==> config.mk <==
export PLATFORM = sky130hd
export DESIGN_NAME = drd_row
export DESIGN_NICKNAME = d
export VERILOG_FILES = /design/src/hdl/drd_pkg.sv /design/src/hdl/drd_row.sv
export SDC_FILE = /design/constraint.sdc
export NUM_CORES = 1
export LEC_CHECK = 0
export ABC_AREA = 1
export BUFFER_PORTS_ARGS = -buffer_cell sky130_fd_sc_hd__buf_2
export CAP_MARGIN = 20
export CORE_MARGIN = 2
export CORE_UTILIZATION = 24
export DETAILED_ROUTE_END_ITERATION = 16
export SLEW_MARGIN = 20
export SYNTH_ARGS = -nofsm -noshare
export SYNTH_HDL_FRONTEND = slang
export SYNTH_SLANG_ARGS = --single-unit
==> constraint.sdc <==
create_clock -name i_clk -period 21.9 [get_ports i_clk]
set_clock_uncertainty 0.15 [all_clocks]
set_input_delay 1.095 -clock i_clk [delete_from_list [all_inputs] [get_ports i_clk]]
set_output_delay 1.095 -clock i_clk [all_outputs]
set_load 0.01 [all_outputs]
==> src/hdl/drd_pkg.sv <==
// Shared types and constants for the detection row decoder.
package drd_pkg;

    localparam int VAL_W = 32;
    localparam int PIX_W = 16;
    localparam int CLS_W = 8;

    // Configuration register contents
    typedef struct packed {
        logic [16:0] score_threshold;
        logic [7:0]  class_count;
        logic [9:0]  row_length;
        logic [21:0] inverse_scale_x;
        logic [21:0] inverse_scale_y;
        logic [11:0] pad_x;
        logic [11:0] pad_y;
    } t_cfg;

    // One finished row that passed the threshold, raw network values
    typedef struct packed {
        logic [VAL_W-1:0] cx;
        logic [VAL_W-1:0] cy;
        logic [VAL_W-1:0] w;
        logic [VAL_W-1:0] h;
        logic [VAL_W-1:0] score;
        logic [CLS_W-1:0] class_index;
    } t_cand;

endpackage

==> src/hdl/drd_row.sv <==
// Row tracker: position count, box capture and running best class score.
module drd_row #(
    parameter int MAX_ROW_LENGTH = 1024,
    parameter int MAX_CLASSES    = 255
) (
    input  logic           i_clk,
    input  logic           i_rst_n,
    input  drd_pkg::t_cfg  i_cfg,
    input  logic           i_in_valid,
    output logic           o_in_ready,
    input  logic [31:0]    i_sample_value,
    input  logic           i_row_start,
    output logic           o_cand_valid,
    input  logic           i_cand_ready,
    output drd_pkg::t_cand o_cand
);
    import drd_pkg::*;

    localparam int LEN_CAP = (MAX_ROW_LENGTH < 1023) ? MAX_ROW_LENGTH : 1023;
    localparam int POS_W   = $clog2(LEN_CAP);
    localparam int CLS_CAP = (MAX_CLASSES < 255) ? MAX_CLASSES : 255;
    localparam int CMP_W   = (POS_W > CLS_W) ? POS_W : CLS_W;

    logic [POS_W-1:0]            r_pos;
    logic                        r_seen;
    logic [3:0][VAL_W-1:0]       r_box;
    logic [VAL_W-1:0]            r_best;
    logic [CLS_W-1:0]            r_class;
    logic                        r_cand_valid;
    t_cand                       r_cand;

    logic [POS_W-1:0]            p;
    logic                        seen_in;
    logic [9:0]                  len;
    logic [CLS_W-1:0]            classes;
    logic [10:0]                 p_inc;
    logic                        last;
    logic                        is_box;
    logic                        is_cls;
    logic [CMP_W-1:0]            cls_off;
    logic                        upd;
    logic [POS_W-1:0]            n_pos;
    logic                        n_seen;
    logic [3:0][VAL_W-1:0]       n_box;
    logic [VAL_W-1:0]            n_best;
    logic [CLS_W-1:0]            n_class;
    logic                        emit;
    logic                        accept;

    assign accept       = i_in_valid & o_in_ready;
    assign o_in_ready   = ~r_cand_valid | i_cand_ready;
    assign o_cand_valid = r_cand_valid;
    assign o_cand       = r_cand;

    always_comb begin
        p       = i_row_start ? '0 : r_pos;
        seen_in = (p == '0) ? 1'b0 : r_seen;

        // effective row length: capped, and zero acts as one
        len = (i_cfg.row_length < 10'(LEN_CAP)) ? i_cfg.row_length : 10'(LEN_CAP);
        if (len == 10'd0) begin
            len = 10'd1;
        end
        classes = (i_cfg.class_count < CLS_W'(CLS_CAP)) ? i_cfg.class_count
                                                          : CLS_W'(CLS_CAP);

        is_box  = (p < POS_W'(4));
        cls_off = CMP_W'(p) - CMP_W'(4);
        is_cls  = ~is_box & (cls_off < CMP_W'(classes));
        upd     = is_cls & (~seen_in | ($signed(i_sample_value) > $signed(r_best)));

        n_best  = upd ? i_sample_value : r_best;
        n_class = upd ? cls_off[CLS_W-1:0] : r_class;
        n_seen  = seen_in | is_cls;

        n_box = r_box;
        if (is_box) begin
            n_box[p[1:0]] = i_sample_value;
        end

        p_inc = 11'(p) + 11'd1;
        last  = ~(p_inc < {1'b0, len});
        n_pos = last ? '0 : p_inc[POS_W-1:0];

        emit = last & n_seen &
               ~($signed(n_best) < $signed({15'd0, i_cfg.score_threshold}));
    end

    // control state
    always_ff @(posedge i_clk) begin
        if (!i_rst_n) begin
            r_pos        <= '0;
            r_seen       <= 1'b0;
            r_cand_valid <= 1'b0;
        end else begin
            if (accept) begin
                r_pos  <= n_pos;
                r_seen <= n_seen;
            end
            if (accept & emit) begin
                r_cand_valid <= 1'b1;
            end else if (i_cand_ready) begin
                r_cand_valid <= 1'b0;
            end
        end
    end

    // payload state
    always_ff @(posedge i_clk) begin
        if (accept) begin
            r_box   <= n_box;
            r_best  <= n_best;
            r_class <= n_class;
        end
        if (accept & emit) begin
            r_cand.cx          <= n_box[0];
            r_cand.cy          <= n_box[1];
            r_cand.w           <= n_box[2];
            r_cand.h           <= n_box[3];
            r_cand.score       <= n_best;
            r_cand.class_index <= n_class;
        end
    end

endmodule

* Word-level counts from Yosys, hierarchy flattened *
Cells that the tools add are included.

storage, ports and cells
  bits in registers = 348
  bits of input ports = 140
  output and inout port bits = 170
  word-level logic and storage cells = 58

operators by class
  add/sub/neg operators = 2
  $lt $le $gt $ge = 9
  multiplexer cells = 14
  bitwise gates (word level) = 14
  reductions and logical operators = 4

operators by type and width
  operator                 number
  $bwmux W128              1
  $mux W128                1
  $demux W32 S2            1
  $mux W32                 2
  $mux W10                 4
  $gt A32 B32 Y1           1
  $lt A32 B18 Y1           1
  $logic_not A10 Y1        2
  $mux W8                  2
  $add A10 B1 Y11 const B  1
  $lt A11 B10 Y1           1
  $lt A10 B10 Y1 const B   1
  $lt A10 B3 Y1 const B    1
  $lt A10 B8 Y1            1
  $sub A10 B3 Y10 const B  1
  $lt A8 B8 Y1 const B     1
  $and A1 B1 Y1            6
  $not A1 Y1               5
  $lt A2 B3 Y1 const B     1
  $mux W1                  3
  $or A1 B1 Y1             3
  $ge A2 B1 Y1 const B     1
  $reduce_bool A2 Y1       1
  $logic_and A1 B1 Y1      1

* Longest topological paths before layout *
  depth after elaboration = 12
  depth in mapped cells = 36

* Least setup slack after synthesis *
OpenSTA, ideal clock, no wires.

  path type = input to register
  from = input port i_cand_ready
  to = register r_cand, in the netlist o_cand[0] (enable)
  setup time = 521 ps
  arrival time = 8916 ps
  required time = 21229 ps
  setup slack = 12314 ps
  stages = 8
  path buffers = 0
  path through = inv_1 -> nand2_1 -> nand2_1 -> inv_1 -> o21ai_0 -> a211oi_1 -> nand2_1 -> inv_1

on the way
  longest elaborated chain between the ends = 3

RTL lines
  what            RTL line        text
  from (decl)     drd_row.sv:14   input logic i_cand_ready,
  $or A1 B1 Y1    drd_row.sv:51   assign o_in_ready = ~r_cand_valid | i_cand_ready;
  net o_in_ready  drd_row.sv:10   output logic o_in_ready,
  $and A1 B1 Y1   drd_row.sv:50   assign accept = i_in_valid & o_in_ready;
  net accept      drd_row.sv:48   logic accept;
  $and A1 B1 Y1   drd_row.sv:115  if (accept & emit) begin
  to (decl)       drd_row.sv:30   t_cand r_cand;

The timed path passes the listed nets, and every way through them passes these cells.
A chain may end at the register's enable or synchronous reset.

* Worst setup path after layout *
  from = input port i_row_start
  to = register r_cand, in the netlist o_cand[81] (enable)

on the way
  longest elaborated chain between the ends = 11
  elaborated cells between the ends (all ways) = 21
  classes of those cells = add/sub (2); order compare (4); mux (3); bitwise (11); reduce/logical (1)

RTL lines
  what                                                     RTL line        text
  from (decl)                                              drd_row.sv:12   input logic i_row_start,
  $mux W10 *                                               drd_row.sv:56   p = i_row_start ? '0 : r_pos;
  branches (longest 4 deep; another with $sub A10 B3 Y10)  --
  $and A1 B1 Y1 *                                          drd_row.sv:70   upd = is_cls & (~seen_in | ($signed(i_sample_value) > $signed(r_best)));
  $mux W32 *                                               drd_row.sv:72   n_best = upd ? i_sample_value : r_best;
  net n_best[8]                                            drd_row.sv:45   logic [VAL_W-1:0] n_best;
  $lt A32 B18 Y1 *                                         drd_row.sv:86   ~($signed(n_best) < $signed({15'd0, i_cfg.score_threshold}));
  $not A1 Y1 *                                             drd_row.sv:86
  $and A1 B1 Y1 *                                          drd_row.sv:85   emit = last & n_seen &
  $and A1 B1 Y1 *                                          drd_row.sv:115

Mark *: on every way through the listed nets, which the timed path passes.

==> flow_summary.toml <==
[status]
status = "finished, final reports clean"

[floorplan]
num_io_pins = 310
initial_core_util_pct = 24.1
rows = 91
die_area_um2 = 63600
die_h_um = 252
coreArea_um2 = 61400
die_width_um = 252

[sta]
period_minus_slack_ps = 7650
slew_violations = 0
final-hold-violation-count = 0
fmax_mhz = 131
tightest_slew_ps = 982
period_share_pct = 34.9
rsz0062_at_grt = "false"
setup_viol = 0
fin_tns_setup_ps = 0
slew_headroom_pct = 34.5

[routing]
dr.pass1.iters = 5
wl_per_cell_um = 16.9
viasPerCell = 4.19
vias = 9338
ant_nets = 0
drc = 0
first_iter_violations = 380
wl_um = 37600

[layout]
syn2layout_area_growth_pct = 23.5
layout_commonest_cell = "edfxtp_1"
multiInputGateArea_um2 = 3800
final_cell_mix = "edfxtp_1, nand2_1, buf_2"
nets = 1616
n_antenna_cell = 0
fillers = 6185
drive_gt1_share_pct = 25.2
regArea_um2 = 10300

[clock_tree]
h-tree-depth = 2
clk_pin_slew_ps = 60
clk_path_buf_depth = 3
clk_latency_ps = 560
cts_resized = 0
ctsHoldBuffers = 0
cts_root_buf = "clkbuf_16"
cts_tree = "built"
postCtsSetupRepairBufs = 0
clock-sinks = 348
cts_buffers = 41

[setup_path]
path_buf_inv = 7
path_common_cell = "nand2_1"
crit_slowest_cell = "buf_4"
start_kind = "input pin"
crit_required_ps = 21940
cp_max_fo = 65
crit_arrival_ps = 7690
path_class = "in -> reg"
critPathTopFamily = "buffers and inverters"
cp-end-kind = "register"
max_stage_delay_ps = 720

[logic_synthesis]
synth-compound-area-share_pct = 7.34
ys_top_cells_by_area = "edfxtp_1, nand2_1, ha_1"
synth_top_area_share_pct = 68.2
synth_seq_area_share_pct = 69.8
ys_seq_elements = 348
syn-cell-area_um2 = 14800
synth.area.mux_share_pct = 2.51
synth-simple-area-share_pct = 9.09
synthCells = 1146
yosys.area_share.xor_xnor_pct = 0.651
synth_top_family_by_area = "simple AND/OR/NAND/NOR gates"
synth_cell_types = 39
synth_fp_nets = 1356
avgSynthCellArea_um2 = 12.9
synth_top_cell_by_area = "edfxtp_1"
ys_warn_count = 0
synth-adder-area-share_pct = 5.92

[global_routing]
grt_max_degree = 66
grt_overflow = 0
track_usage_pct = 11.6
antenna_found_initial = 3
grt_pass1_wl_um = 56300
grt_pass1_vias = 9529

[placed_design]
port-buffer-count = 241
dp_hpwl_um = 26200
globalplace.congestion = 0.796

[pwr]
finalPower_mw = 1.52
irDropWorstVdd_mv = 0.0526
power_density_nw_per_um2 = 83.3
power.leakage_nw = 7.23

[job]
cap_viol_max_count = 0

[min_path]
min_path_type = "reg -> reg"
-- final timing paths --
| kind | startpoint | to | slack, ps | cells past startpoint |
|---|---|---|---|---|
| max | i_row_start | o_cand[81] | 14250 | 27 |
| min | r_seen | r_seen | 310 | 2 |
| max reg2reg | r_pos[3] | o_cand[81] | 14710 | 27 |
| min reg2reg | r_seen | r_seen | 310 | 2 |
-- worst min-delay path, delay by kind of cell, from the launching register on --
kind / cells / cell delay (ps)
and+or+nand+nor: 1 / 60
AOI/OAI and AO/OA: 1 / 50
DFF: 1 / 310
-- Yosys cell counts, drive strengths merged --
cell,number
a211oi,4
or2,1
clkbuf,27
nor2,33
nor4b,1
a21o,1
o211ai,2
nor3,8
clkinv,1
edfxtp,336
dfxtp,12
nand2,260
ha,70
inv,144
o21a,64
a21oi,41
nand3,14
buf,5
mux2,33
nor4,1
a2111o,1
nand4,11
o21ai,62
a21boi,1
xor2,11
a31oi,1
a41oi,1
-- state kept, by name (all words and copies together) (netlist names) --
| signal | count |
|---|---|
| o_cand | 168 |
| r_box | 128 |
| r_best | 32 |
| o_cand_valid | 1 |
| r_class | 8 |
| r_seen | 1 |
| r_pos | 10 |
-- power breakdown --
group          internal, mW  switching [mW]  leakage, nW
logic                0.0308          0.0565         3.34
clock network         0.391           0.279        0.639
registers             0.759         0.00595         3.25
-- logic make-up (layout without fill, tap and decap cells) --
kind of cell / count (synthesis) / count (layout)
XOR/XNOR: 11 / 11
AO/OA/AOI/OAI: 178 / 178
buffers and inverters: 177 / 468
multiplexers: 33 / 33
adder cells (fa/ha/maj): 70 / 70
flip-flops: 348 / 348
AND/OR/NAND/NOR: 329 / 329
-- layout make-up --
type / count / share of cell area, %
Sequential cell: 348 / 56.6
Multi-Input combinational cell: 621 / 20.8
Timing Repair Buffer: 249 / 6.93
Clock buffer: 48 / 5.88
Tap cell: 790 / 5.41
Inverter: 145 / 3.05
Clock inverter: 26 / 1.36
-- metrics by stage --
stage,area [µm²],std cells,hold slack (ps),util (%),setup slack [ps]
finish,18300,2227,311,29.8,14250
floorplan,14800,1146,292,-,12310
CTS,18300,2227,316,29.8,13980
global route,18300,2227,328,29.8,13470
detailed placement,16900,2153,307,27.6,13370
global placement,16900,2153,306,27.6,13490
-- per-layer routing --
layer / part of all wire [%] / track usage (%) / vias to the layer above / wire length (µm)
met4: 1.8 / 3.04 / 0 / 691
met5: 0 / 0 / - / 0
met1: 43 / 14.6 / 4488 / 16300
li1: - / - / 4538 / -
met2: 48 / 19.6 / 262 / 18200
met3: 6.4 / 3.15 / 50 / 2430
Power figures use the tool's default switching activity.
