**config.mk**
```make
export PLATFORM = sky130hd
export DESIGN_NAME = drd_regs
export DESIGN_NICKNAME = d
export VERILOG_FILES = /design/src/hdl/drd_pkg.sv /design/src/hdl/drd_regs.sv
export SDC_FILE = /design/constraint.sdc
export NUM_CORES = 1
export LEC_CHECK = 0
export BUFFER_PORTS_ARGS = -buffer_cell sky130_fd_sc_hd__buf_2
export CAP_MARGIN = 30
export CORE_MARGIN = 10
export CORE_UTILIZATION = 46
export CTS_BUF_LIST = sky130_fd_sc_hd__clkbuf_4 sky130_fd_sc_hd__clkbuf_8
export CTS_CLUSTER_DIAMETER = 120
export DETAILED_ROUTE_END_ITERATION = 7
export PLACE_DENSITY_LB_ADDON = 0.08
export REMOVE_ABC_BUFFERS = 1
export SYNTH_ARGS = -nofsm -noshare
export SYNTH_HDL_FRONTEND = slang
export SYNTH_SLANG_ARGS = --single-unit
```
**constraint.sdc**
```tcl
create_clock -name i_clk -period 1.6 [get_ports i_clk]
set_input_delay 0.4 -clock i_clk [delete_from_list [all_inputs] [get_ports i_clk]]
set_output_delay 0.4 -clock i_clk [all_outputs]
set_load 0.05 [all_outputs]
```
**src/hdl/drd_pkg.sv**
```systemverilog
// Shared types and constants for the detection row decoder.
package drd_pkg;

    localparam int VAL_W = 32;
    localparam int PIX_W = 16;
    localparam int CLS_W = 8;

    // Configuration register contents
    typedef struct packed {
        logic [16:0] score_threshold;
        logic [7:0]  class_count;
        logic [9:0]  row_length;
        logic [21:0] inverse_scale_x;
        logic [21:0] inverse_scale_y;
        logic [11:0] pad_x;
        logic [11:0] pad_y;
    } t_cfg;

    // One finished row that passed the threshold, raw network values
    typedef struct packed {
        logic [VAL_W-1:0] cx;
        logic [VAL_W-1:0] cy;
        logic [VAL_W-1:0] w;
        logic [VAL_W-1:0] h;
        logic [VAL_W-1:0] score;
        logic [CLS_W-1:0] class_index;
    } t_cand;

endpackage

```
**src/hdl/drd_regs.sv**
```systemverilog
// APB configuration register file for the detection row decoder.
module drd_regs (
    input  logic          i_clk,
    input  logic          i_rst_n,
    input  logic          psel,
    input  logic          penable,
    input  logic          pwrite,
    input  logic [4:0]    paddr,
    input  logic [31:0]   pwdata,
    output logic [31:0]   prdata,
    output logic          pready,
    output drd_pkg::t_cfg o_cfg
);
    import drd_pkg::*;

    localparam logic [2:0] REG_THRESHOLD = 3'd0;
    localparam logic [2:0] REG_CLASSES   = 3'd1;
    localparam logic [2:0] REG_ROW_LEN   = 3'd2;
    localparam logic [2:0] REG_SCALE_X   = 3'd3;
    localparam logic [2:0] REG_SCALE_Y   = 3'd4;
    localparam logic [2:0] REG_PAD_X     = 3'd5;
    localparam logic [2:0] REG_PAD_Y     = 3'd6;

    t_cfg       r_cfg;
    logic [2:0] reg_idx;
    logic       wr_en;

    assign reg_idx = paddr[4:2];
    assign wr_en   = psel & penable & pwrite;
    assign pready  = 1'b1;
    assign o_cfg   = r_cfg;

    always_ff @(posedge i_clk) begin
        if (!i_rst_n) begin
            r_cfg.score_threshold <= 17'd16384;
            r_cfg.class_count     <= 8'd80;
            r_cfg.row_length      <= 10'd84;
            r_cfg.inverse_scale_x <= 22'd65536;
            r_cfg.inverse_scale_y <= 22'd65536;
            r_cfg.pad_x           <= 12'd0;
            r_cfg.pad_y           <= 12'd0;
        end else if (wr_en) begin
            case (reg_idx)
                REG_THRESHOLD: r_cfg.score_threshold <= pwdata[16:0];
                REG_CLASSES:   r_cfg.class_count     <= pwdata[7:0];
                REG_ROW_LEN:   r_cfg.row_length      <= pwdata[9:0];
                REG_SCALE_X:   r_cfg.inverse_scale_x <= pwdata[21:0];
                REG_SCALE_Y:   r_cfg.inverse_scale_y <= pwdata[21:0];
                REG_PAD_X:     r_cfg.pad_x           <= pwdata[11:0];
                REG_PAD_Y:     r_cfg.pad_y           <= pwdata[11:0];
                default: begin
                end
            endcase
        end
    end

    always_comb begin
        case (reg_idx)
            REG_THRESHOLD: prdata = {15'd0, r_cfg.score_threshold};
            REG_CLASSES:   prdata = {24'd0, r_cfg.class_count};
            REG_ROW_LEN:   prdata = {22'd0, r_cfg.row_length};
            REG_SCALE_X:   prdata = {10'd0, r_cfg.inverse_scale_x};
            REG_SCALE_Y:   prdata = {10'd0, r_cfg.inverse_scale_y};
            REG_PAD_X:     prdata = {20'd0, r_cfg.pad_x};
            REG_PAD_Y:     prdata = {20'd0, r_cfg.pad_y};
            default:       prdata = 32'd0;
        endcase
    end

endmodule

```
# == Yosys cells after proc, flatten, opt, wreduce, memory -nomap -nowiden ==
# Index checks and enable logic that the tools add are counted.
# totals
output_inout_bits,136
register_bits,103
# op_classes
n_reduce_logical,8
n_mux,1
eq_ne,6
bitwise_logic,2
# ops
cell,count
one-hot mux 22 bit (7 select lines),1
AND reduction 2 bit,7
"equality test 3 bit, second input constant",3
"equality test 3 x 2 -> 1 bit, second input constant",2
"equality test 3 x 1 -> 1 bit, second input constant",1
zero test 3 bit,1
bitwise AND 1 bit,2

# == Longest topological paths before layout ==
# Gate-level depths: netlist of run 1.
# logic_depth
ltp_word,3
mapped_depth,6

# == Least setup slack after synthesis of run 1 ==
# No wires, ideal clock.
# synth_timing
path_kind,input-to-output
from,input paddr[4]
to,output prdata[0]
cell_stages,4
path_slack_ns,-1.040
n_path_buf,2
arrival_ns,2.240
required_ns,1.200
cell_sequence,buf_2 clkbuf_1 nor2_1 a221oi_1
# synth_via
elab_chain_len,2
# synth_rtl
item,line_no,rtl
from (decl),drd_regs.sv:8,"input logic [4:0] paddr,"
"equality test 3 bit, or another cell as far along",drd_regs.sv:58,case (reg_idx)
one-hot mux 22 bit (7 select lines) (*),drd_regs.sv:58,
to (decl),drd_regs.sv:10,"output logic [31:0] prdata,"
# Mark *: on every way between the ends. The rest lies on a longest branch, timed or not.

# == Worst setup path after layout of run 1 ==
# layout_timing
from,register r_cfg (netlist bit o_cfg[76])
to,output prdata[8]
# layout_via
elab_chain_len,1
# layout_rtl
item,line_no,rtl
from (decl),drd_regs.sv:24,t_cfg r_cfg;
one-hot mux 22 bit (7 select lines),drd_regs.sv:58,
# No other way between the ends.

==> implementation parameters, run 1 <==
Parameter                              Value

Status
  Result of the run ... complete, but fails checks
  Violations in the final reports ... setup timing

Floorplan
  Cell Rows ... 36
  Initial core utilization ... 0.4767
  Core Footprint ... 0.009864 mm²
  Die area ... 0.01467 mm²
  Io pins ... 178
  Width of the chip ... 121.1 µm
  Chip Height ... 121.1 µm

Timing
  Total count of max-transition violations in the final report ... 0
  RSZ-0062 raised after global routing ... true
  Maximum achievable frequency ... 529.5 MHz
  Final critical-path share of the clock period ... 1.180
  Final number of hold-violating endpoints ... 0
  Final-report setup violation count ... 22
  Layout Skew ... 0 ps
  Setup ws final ... -288.4 ps
  Final worst path period need ... 1888 ps

Logic synthesis
  Ranking of synthesized cells by area ... sky130_fd_sc_hd__dfxtp_1, sky130_fd_sc_hd__mux2i_1, sky130_fd_sc_hd__nand2_1
  Post-synth top cells ... sky130_fd_sc_hd__nand2_1, sky130_fd_sc_hd__mux2i_1, sky130_fd_sc_hd__dfxtp_1
  Count leader, synth ... sky130_fd_sc_hd__nand2_1
  Average instance area after synthesis ... 9.423 µm²
  Yosys cell types ... 39
  Leading area contributor after synthesis ... sky130_fd_sc_hd__dfxtp_1
  Number of synthesized flops with an enable pin ... 0
  Number of standard cells after synthesis ... 499
  Synthesis Warnings ... 0
  Yosys reg bits ... 103
  Area of the mapped netlist ... 0.004702 mm²
  Fraction of synthesized cell area taken by the top area cell type ... 0.4385
  Async SR Flop Fraction ... 0
  Leading register cell type out of synthesis ... sky130_fd_sc_hd__dfxtp_1
  Sequential area share after synthesis ... 0.4385

GRT
  Global-route wire length before repair ... 25760 µm
  Residual overflow from global routing ... 0
  Met2 layer usage reported by global route ... 0.3568
  Peak-usage layer in the global routing report ... met2
  Initial antenna violation count ... 1
  Maximum number of pins on one net before global-route repair ... 37
  Met1 layer usage reported by global route ... 0.2623
  Grt met3 use ... 0.06980
  Global routing usage summed across all routing layers ... 0.2171
  Number of global-route vias before repair ... 4716

Layout
  Layout-stage area growth over the synthesis result ... 48.99%
  Number of antenna diodes ... 0
  Largest register FFs ... 103
  Final-layout fill cell count ... 776
  Fraction of final layout cells with drive strength greater than 1 ... 0.4515
  Post-route cell area ... 0.007005 mm²
  Nets@finish ... 759

Place
  Sum of net half-perimeters after detailed placement ... 11720 µm
  Number of buffers added on ports ... 154
  GP Congestion ... 0.8637
  Post-placement cell area ... 0.006161 mm²

Power and ir drop
  Leakage ... 3.197 nW
  PnR Total Power ... 0.005416 W
  Peak supply drop ... 0.0004991 V
  Pwr Density ... 773.1 mW/mm²

Route
  Drt pass-1 iters ... 5
  Post-detailed-routing wire length ... 16270 µm
  Count of vias placed by the detailed router ... 4438
  Detail-routed net length per standard cell ... 19.02 µm
  Vias per std cell ... 5.191
  Drt first-iter violations ... 376
  Count of nets left with antenna violations after detail routing ... 0
  Total DRC errors in the routed layout ... 0

CTS
  Clock tree root buffer cell ... sky130_fd_sc_hd__clkbuf_8
  Insertion delay to the later sink of the worst-skew pair ... 370 ps
  Total clock buffers created by CTS ... 9
  Buffers from clock root to sink, at most ... 2
  Clock tree from TritonCTS ... yes
  H-tree Lvls ... 3
  TritonCTS sink count ... 103
  Clock transition time at the flip-flop clock pins of the worst setup and hold paths ... 100 ps

Min path
  Type of the worst min-delay path ... input port to flop
  Worst hold start ... pwdata[2]

Run
  Total of max-cap violations ... 0

Setup path
  Maximum fanout encountered on the critical timing path ... 2
  Critical Path RT ... 1200 ps
  Register-to-register setup slack ... 560 ps
  Worst path arrival time ... 1490 ps
  CP Launch Type ... flop
  Classification of the worst setup path ... flop to primary output
  Critical path origin ... o_cfg[76]$_SDFFE_PN0P_
  Element type at the critical path end ... primary output
  Startpoint of the lowest-slack register-to-register path ... o_cfg[84]$_SDFFE_PN1P_
==> cells in the final DEF, fill, tap and decap left out, drive strengths merged, types with 8 or more instances in the layout <==
| cell type | count |
|---|---|
| buf | 244 |
| a221oi | 8 |
| clkbuf | 14 |
| nand2 | 123 |
| o21ai | 10 |
| dfxtp | 103 |
| a22oi | 8 |
| inv | 10 |
| mux2i | 118 |
| conb | 11 |
==> critical path: stages (launching register included) <==
cell	delay, ps
sky130_fd_sc_hd__dfxtp_2	340
sky130_fd_sc_hd__mux2_4	290
sky130_fd_sc_hd__a221oi_4	270
sky130_fd_sc_hd__a21oi_2	60
sky130_fd_sc_hd__buf_6	160
==> routing by layer <==
metal	wire length, µm	vias to the layer above
li1	-	2156
met1	6995	2121
met2	7793	142
met3	1287	17
met4	182	2
met5	7	-
==> area by class of cell <==
cell class / instances / area (µm²) / area share
timing repair buffer: 248 / 1852 / 0.2643
clock inverter: 6 / 107.6 / 0.01536
multi-input combinational: 345 / 2623 / 0.3744
clock buffer: 10 / 137.6 / 0.01965
inverter: 10 / 37.54 / 0.005358
tap: 133 / 166.4 / 0.02375
sequential: 103 / 2082 / 0.2972
==> final timing paths <==
check	to	cells after the start
worst max-delay path	prdata[8]	4
worst min-delay path	o_cfg[70]$_SDFFE_PN1P_	3
worst max register to register	o_cfg[84]$_SDFFE_PN1P_	4
worst min register to register	o_cfg[63]$_SDFFE_PN0P_	2
==> repair_timing <==
action	CTS	global route
gates resized for setup	110	31
buffers inserted	6	6
gates cloned	2	0
pin swaps	17	11
setup endpoints to repair	22	22
hold buffers	0	0
==> power breakdown <==
| part | switching, W | internal, W |
|---|---|---|
| Combinational | 0.000513 | 0.000315 |
| Sequential | 0.0000171 | 0.00258 |
| Clock | 0.000912 | 0.00108 |
| Total | 0.00144 | 0.00397 |
==> cell families after synthesis <==
group	count (synthesis)	synth area share
simple gates	153	0.1392
mux	119	0.2536
flops	103	0.4385
compound gates	62	0.1017
buf+inv	60	0.06546
other cells	2	0.001597
==> per-stage QoR <==
| stage | setup TNS (ps) | std cells | setup slack [ps] | hold WS (ps) | util |
|---|---|---|---|---|---|
| floorplan | -49020 | 458 | -1035 | 471.8 | - |
| global placement | -36090 | 826 | -564.0 | 453.5 | 0.6246 |
| detailed placement | -35730 | 826 | -534.8 | 467.0 | 0.6246 |
| CTS | -4661 | 850 | -256.6 | 280.2 | 0.6923 |
| global route | -5788 | 855 | -344.7 | 289.9 | 0.7102 |
| finish | -4767 | 855 | -288.4 | 291.9 | 0.7102 |
Note: power is estimated with default switching activity, not from simulation.
==> run 2: changes to the inputs <==
--- a/config.mk
+++ b/config.mk
@@ -5,13 +5,15 @@
 export SDC_FILE = /design/constraint.sdc
 export NUM_CORES = 1
 export LEC_CHECK = 0
+export ABC_AREA = 1
 export BUFFER_PORTS_ARGS = -buffer_cell sky130_fd_sc_hd__buf_2
 export CAP_MARGIN = 30
 export CORE_MARGIN = 10
-export CORE_UTILIZATION = 46
+export CORE_UTILIZATION = 47
 export CTS_BUF_LIST = sky130_fd_sc_hd__clkbuf_4 sky130_fd_sc_hd__clkbuf_8
 export CTS_CLUSTER_DIAMETER = 120
 export DETAILED_ROUTE_END_ITERATION = 7
+export GPL_TIMING_DRIVEN = 0
 export PLACE_DENSITY_LB_ADDON = 0.08
 export REMOVE_ABC_BUFFERS = 1
 export SYNTH_ARGS = -nofsm -noshare
==> run 2 against run 1 <==
  * The run still ends with setup timing left
  * Setup slack better by 110 ps
  * Flip-flop and latch count is the same
  * Global-route usage is 3.3 points higher
  * Synthesized cell count up 64%
  * Critical path type is now input port to primary output
  * Critical endpoint unchanged
  * Highest routed layer is now met4
==> implementation parameters, run 2 <==
Parameter                              Value

Status
  Result of the run ... complete, but fails checks
  Violations in the final reports ... setup timing

Layout
  Largest register FFs ... 103
  Nets@finish ... 1029
  Most common cell after layout, fill and taps aside ... sky130_fd_sc_hd__nor2_1
  Top library cells by usage in the layout, fill and taps aside ... sky130_fd_sc_hd__nor2_1, sky130_fd_sc_hd__nand2_1, sky130_fd_sc_hd__buf_2
  Number of antenna diodes ... 0
  Fraction of final layout cells with drive strength greater than 1 ... 0.3017
  Layout-stage area growth over the synthesis result ... 43.00%
  Final standard cell count with taps included and fillers excluded ... 1131
  Final-layout fill cell count ... 946

Logic synthesis
  Post-synth top cells ... sky130_fd_sc_hd__nand2_1, sky130_fd_sc_hd__nor2_1, sky130_fd_sc_hd__dfxtp_1
  Area of the mapped netlist ... 0.005121 mm²
  Count leader, synth ... sky130_fd_sc_hd__nand2_1
  Yosys reg bits ... 103
  Fraction of synthesized cell area taken by the top area cell type ... 0.4026
  Leading register cell type out of synthesis ... sky130_fd_sc_hd__dfxtp_1
  Average instance area after synthesis ... 6.268 µm²
  Sequential area share after synthesis ... 0.4026
  Number of standard cells after synthesis ... 817
  Yosys cell types ... 17
  Async SR Flop Fraction ... 0
  Leading area contributor after synthesis ... sky130_fd_sc_hd__dfxtp_1
  Ranking of synthesized cells by area ... sky130_fd_sc_hd__dfxtp_1, sky130_fd_sc_hd__nand2_1, sky130_fd_sc_hd__nor2_1
  Number of synthesized flops with an enable pin ... 0
  Synthesis Warnings ... 0

Place
  Number of buffers added on ports ... 154
  GP Congestion ... 0.8388
  Number of placed cells counting well taps ... 1065
  Sum of net half-perimeters after detailed placement ... 11550 µm

Power and ir drop
  Pwr Density ... 715.6 mW/mm²
  Leakage ... 3.764 nW
  PnR Total Power ... 0.005241 W
  Peak supply drop ... 0.0003607 V

Route
  Count of nets left with antenna violations after detail routing ... 0
  Vias per std cell ... 5.392
  Drt first-iter violations ... 482
  Post-detailed-routing wire length ... 20910 µm
  Count of vias placed by the detailed router ... 6098
  Detail-routed net length per standard cell ... 18.49 µm
  Total DRC errors in the routed layout ... 0
  Drt pass-1 iters ... 5

Floorplan
  Chip Height ... 124.4 µm
  Cell Rows ... 38
  Core Footprint ... 0.01075 mm²
  Die area ... 0.01547 mm²
  Width of the chip ... 124.4 µm
  Initial core utilization ... 0.4766
  Io pins ... 178

Min path
  Type of the worst min-delay path ... input port to flop
  Worst hold start ... pwdata[14]

Setup path
  Classification of the worst setup path ... input port to primary output
  Element type at the critical path end ... primary output
  Maximum fanout encountered on the critical timing path ... 7
  Startpoint of the lowest-slack register-to-register path ... o_cfg[17]$_SDFFE_PN0P_
  Critical path origin ... paddr[2]
  CP Launch Type ... input port
  Critical Path RT ... 1200 ps
  Worst path arrival time ... 1380 ps

GRT
  Global-route wire length before repair ... 31820 µm
  Initial antenna violation count ... 0
  Maximum number of pins on one net before global-route repair ... 92
  Residual overflow from global routing ... 0
  Number of global-route vias before repair ... 5804
  Global routing usage summed across all routing layers ... 0.2505

CTS
  Clock tree from TritonCTS ... yes
  H-tree Lvls ... 3
  Buffers from clock root to sink, at most ... 2
  Total clock buffers created by CTS ... 9
  Insertion delay to the later sink of the worst-skew pair ... 360 ps
  TritonCTS sink count ... 103
  Hold_buf cts ... 0
  Clock tree root buffer cell ... sky130_fd_sc_hd__clkbuf_8
  Clock transition time at the flip-flop clock pins of the worst setup and hold paths ... 90 ps

Timing
  Final number of hold-violating endpoints ... 0
  Final-report setup violation count ... 23
  Final worst path period need ... 1778 ps
  RSZ-0062 raised after global routing ... true
  Setup ws final ... -178.0 ps
  Layout Skew ... 0 ps
  Total count of max-transition violations in the final report ... 0
  Maximum achievable frequency ... 562.4 MHz
  Slew headroom ... 0.3604
  Final critical-path share of the clock period ... 1.111
  Actual transition at the worst max-transition pin ... 958.4 ps

Run
  Total of max-cap violations ... 0
==> run 2: changes by cell type in the layout (fill, tap and decap cells not counted), moves of 20 or more <==
cell	delta
sky130_fd_sc_hd__nand2_4	+20
sky130_fd_sc_hd__nand3_1	+75
sky130_fd_sc_hd__inv_1	+30
sky130_fd_sc_hd__nor2_1	+216
sky130_fd_sc_hd__mux2i_1	-115
sky130_fd_sc_hd__nand4_1	+28
sky130_fd_sc_hd__nand2_1	+90
sky130_fd_sc_hd__buf_4	-43
==> run 2: per-layer routing <==
layer | up-vias | global-route usage | routed length (µm)
met5 | - | 0 | 0
met4 | 0 | 0.1179 | 790
met2 | 331 | 0.4094 | 9869
met3 | 55 | 0.06340 | 2022
li1 | 2859 | - | -
met1 | 2853 | 0.3007 | 8227
==> run 2: worst paths after layout <==
path                            slack [ps]  cells after the start                       to
worst max-delay path                  -180                      9                prdata[8]
worst min-delay path                   260                      3  o_cfg[100]$_SDFFE_PN1P_
worst max register to register         900                      2   o_cfg[17]$_SDFFE_PN0P_
worst min register to register         500                      2   o_cfg[70]$_SDFFE_PN1P_
==> run 2: layout make-up <==
cell class,count,area [µm²],share of cell area
Multi-Input combinational cell,622,2948,0.4025
Timing Repair inverter,1,11.26,0.001538
Tap cell,140,175.2,0.02392
Clock buffer,15,187.7,0.02563
Timing Repair Buffer,208,1720,0.2349
Inverter,42,219.0,0.02990
Sequential cell,103,2062,0.2816
==> run 2: cells by family (layout without fill, tap and decap cells) <==
logic type / count (synthesis) / after routing / synth area share
buf+inv: 104 / 266 / 0.1014
flops: 103 / 103 / 0.4026
other cells: 2 / 11 / 0.001466
simple gates: 603 / 606 / 0.4896
compound gates: 5 / 5 / 0.004886
==> run 2: repair_timing <==
item,CTS,global route
setup buffers,36,7
pin swaps,16,25
endpoints found under the setup margin,125,36
resized for setup,126,71
cloned,9,1
==> run 2: power breakdown <==
group	total, W	internal [W]	leakage (nW)	switching [W]
Clock	0.00163	0.000742	0.100	0.000884
Combinational	0.000990	0.000322	2.83	0.000668
Sequential	0.00263	0.00259	0.832	0.0000306
==> run 2: through the flow <==
step | setup TNS (ps) | util | setup slack [ps] | instance area (µm²) | hold slack, ps
global placement | -160440 | 0.5341 | -2127 | 5739 | 476.7
CTS | -2672 | 0.6537 | -154.6 | 7024 | 249.2
floorplan | -31220 | - | -664.0 | 4793 | 484.6
finish | -3218 | 0.6815 | -178.0 | 7323 | 256.5
global route | -4095 | 0.6815 | -201.3 | 7323 | 272.1
detailed placement | -121060 | 0.5495 | -1674 | 5904 | 486.4
==> run 2: worst max-delay path: stages <==
cell	delay, ps
sky130_fd_sc_hd__buf_16	130
sky130_fd_sc_hd__inv_16	70
sky130_fd_sc_hd__nand2_8	50
sky130_fd_sc_hd__nor2_4	210
sky130_fd_sc_hd__nand2_1	120
sky130_fd_sc_hd__nand2_1	90
sky130_fd_sc_hd__inv_1	40
sky130_fd_sc_hd__nand2_1	90
sky130_fd_sc_hd__buf_6	160
==> run 3: changes to the inputs <==
--- a/config.mk
+++ b/config.mk
@@ -15,6 +15,7 @@
 export DETAILED_ROUTE_END_ITERATION = 7
 export GPL_TIMING_DRIVEN = 0
 export PLACE_DENSITY_LB_ADDON = 0.08
+export RECOVER_POWER = 50
 export REMOVE_ABC_BUFFERS = 1
 export SYNTH_ARGS = -nofsm -noshare
 export SYNTH_HDL_FRONTEND = slang
==> run 3 against run 2 <==
  * The run still ends with setup timing left
  * Register-to-register slack is essentially flat
  * Worst hold slack lost 2.1 ps
  * Wire length is essentially flat
  * Die area is the same
  * Sequential share of layout area grew 0.19 points
  * Global-route usage is the same
  * Setup slack gained 1.7 ps
  * Clock skew is the same
  * Cell count is the same
  * Power shrank 0.15%
  * Clock-buffer cell count is the same
  * First-iteration DRC count grew 14%
  * Critical endpoint unchanged
==> implementation parameters, run 3 (synthesized netlist as in run 2, its figures left out) <==
Parameter                              Value

Min path
  Type of the worst min-delay path ... input port to flop

Layout
  Top library cells by usage in the layout, fill and taps aside ... sky130_fd_sc_hd__nor2_1, sky130_fd_sc_hd__nand2_1, sky130_fd_sc_hd__buf_2
  Nets@finish ... 1029
  Most common cell after layout, fill and taps aside ... sky130_fd_sc_hd__nor2_1
  Number of antenna diodes ... 0
  Core utilization of the finished layout ... 0.6769
  Fraction of final layout cells with drive strength greater than 1 ... 0.2997
  Layout-stage area growth over the synthesis result ... 42.02%
  Largest register FFs ... 103
  Final-layout fill cell count ... 957

GRT
  Global-route wire length before repair ... 31820 µm
  Maximum number of pins on one net before global-route repair ... 92
  Residual overflow from global routing ... 0
  Initial antenna violation count ... 0
  Global routing usage summed across all routing layers ... 0.2505
  Number of global-route vias before repair ... 5804

Floorplan
  Core Footprint ... 0.01075 mm²
  Chip Height ... 124.4 µm
  Io pins ... 178
  Die area ... 0.01547 mm²
  Width of the chip ... 124.4 µm
  Cell Rows ... 38
  Initial core utilization ... 0.4766

Route
  Post-detailed-routing wire length ... 20890 µm
  Count of nets left with antenna violations after detail routing ... 0
  Vias per std cell ... 5.317
  Total DRC errors in the routed layout ... 0
  Drt first-iter violations ... 548
  Count of vias placed by the detailed router ... 6013
  Drt pass-1 iters ... 5
  Detail-routed net length per standard cell ... 18.47 µm

Run
  Total of max-cap violations ... 0

Power and ir drop
  Sequential share of power ... 0.502
  Internal portion of total power ... 0.003655 W
  Switching part of the total power ... 0.3015
  Power share of the clock group ... 0.310
  Combinational power share ... 0.188
  Leakage ... 3.728 nW
  Switching Power ... 0.001578 W
  PnR Total Power ... 0.005233 W
  Pwr Density ... 719.5 mW/mm²
  Peak supply drop ... 0.0003544 V

Setup path
  CP Launch Type ... input port
  Classification of the worst setup path ... input port to primary output
  Ordered list of cells on the worst path ... buf_16 -> inv_16 -> nand2_8 -> nor2_4 -> nand2_1 -> nand2_1 -> inv_1 -> nand2_1 -> buf_6
  Crit path max-delay cell type ... sky130_fd_sc_hd__nor2_4
  CP top delay family ... simple AND/OR/NAND/NOR gates
  Element type at the critical path end ... primary output
  Maximum fanout encountered on the critical timing path ... 6
  Number of buffers and inverters on the critical path ... 4
  Worst path arrival time ... 1380 ps
  Cell repeated most along the worst path ... sky130_fd_sc_hd__nand2_1
  Critical Path RT ... 1200 ps
  Largest stage delay, worst path ... 210 ps

CTS
  Insertion delay to the later sink of the worst-skew pair ... 360 ps
  Clock transition time at the flip-flop clock pins of the worst setup and hold paths ... 90 ps
  TritonCTS sink count ... 103
  Buffers from clock root to sink, at most ... 2
  Total clock buffers created by CTS ... 9
  H-tree Lvls ... 3
  Clock tree root buffer cell ... sky130_fd_sc_hd__clkbuf_8
  Clock tree from TritonCTS ... yes

Status
  Violations in the final reports ... setup timing
  Result of the run ... complete, but fails checks

Timing
  Final worst path period need ... 1776 ps
  Final number of hold-violating endpoints ... 0
  Final-report setup violation count ... 40
  Maximum achievable frequency ... 563.0 MHz
  Setup ws final ... -176.3 ps
  RSZ-0062 raised after global routing ... true
  Slew headroom ... 0.3508
  Layout Skew ... 0 ps
  Actual transition at the worst max-transition pin ... 972.8 ps
  Total count of max-transition violations in the final report ... 0
  Final critical-path share of the clock period ... 1.110

Place
  Number of buffers added on ports ... 154
  GP Congestion ... 0.8388
  Sum of net half-perimeters after detailed placement ... 11550 µm
-- run 3: metal layers --
layer,vias up,global-route usage,part of all wire
met5,-,0,0
li1,2863,-,-
met3,56,0.06340,0.092
met2,301,0.4094,0.46
met1,2793,0.3007,0.40
met4,0,0.1179,0.040
-- run 3: layout make-up --
type / instances / area [µm²] / area share
multi-input combinational: 622 / 2930 / 0.4029
sequential: 103 / 2062 / 0.2835
timing repair buffer: 208 / 1695 / 0.2331
inverter: 42 / 211.5 / 0.02907
clock buffer: 15 / 187.7 / 0.02580
tap: 140 / 175.2 / 0.02408
timing repair inverter: 1 / 11.26 / 0.001548
-- run 3: repair_timing --
item	CTS	global route
cloned	9	1
hold buffers	0	0
gates resized for setup	126	71
pin swaps	16	25
hold endpoints to repair	0	0
setup buffers	36	7
setup endpoints to repair	125	36
-- run 3: tightest hold or removal path: stages --
cell and delay [ps]:
sky130_fd_sc_hd__buf_2 90, sky130_fd_sc_hd__nand2_1 50, sky130_fd_sc_hd__nand3_1 60
-- run 3: power groups by stage --
stage                     clock [W]  combinational (W)  sequential, W
after global placement            0           0.000690        0.00268
after detailed placement          0           0.000711        0.00268
after CTS                   0.00163           0.000932        0.00262
after global routing        0.00174            0.00103        0.00263
final                       0.00162           0.000984        0.00263
after floorplan                   0           0.000326        0.00279
-- run 3: path summary, 6_finish.rpt --
path,cells after the start,slack (ps),endpoint,start
hold / removal,3,250,o_cfg[100]$_SDFFE_PN1P_,pwdata[14]
setup / recovery,9,-180,prdata[8],paddr[3]
setup reg to reg,2,900,o_cfg[100]$_SDFFE_PN1P_,o_cfg[100]$_SDFFE_PN1P_
hold reg to reg,2,510,o_cfg[9]$_SDFFE_PN0P_,o_cfg[9]$_SDFFE_PN0P_
-- run 3: stage by stage --
| step | instances | hold slack (ps) | instance area, µm² | setup TNS, ps | setup WS (ps) |
|---|---|---|---|---|---|
| 3_5_place_dp | 1065 | 486.4 | 5904 | -121060 | -1674 |
| 6_report | 1131 | 254.4 | 7273 | -3646 | -176.3 |
| 3_3_place_gp | 1058 | 476.7 | 5739 | -160440 | -2127 |
| 4_1_cts | 1125 | 249.2 | 7024 | -2672 | -154.6 |
| 2_1_floorplan | 764 | 484.6 | 4793 | -31220 | -664.0 |
| 5_1_grt | 1131 | 272.1 | 7273 | -6376 | -201.3 |
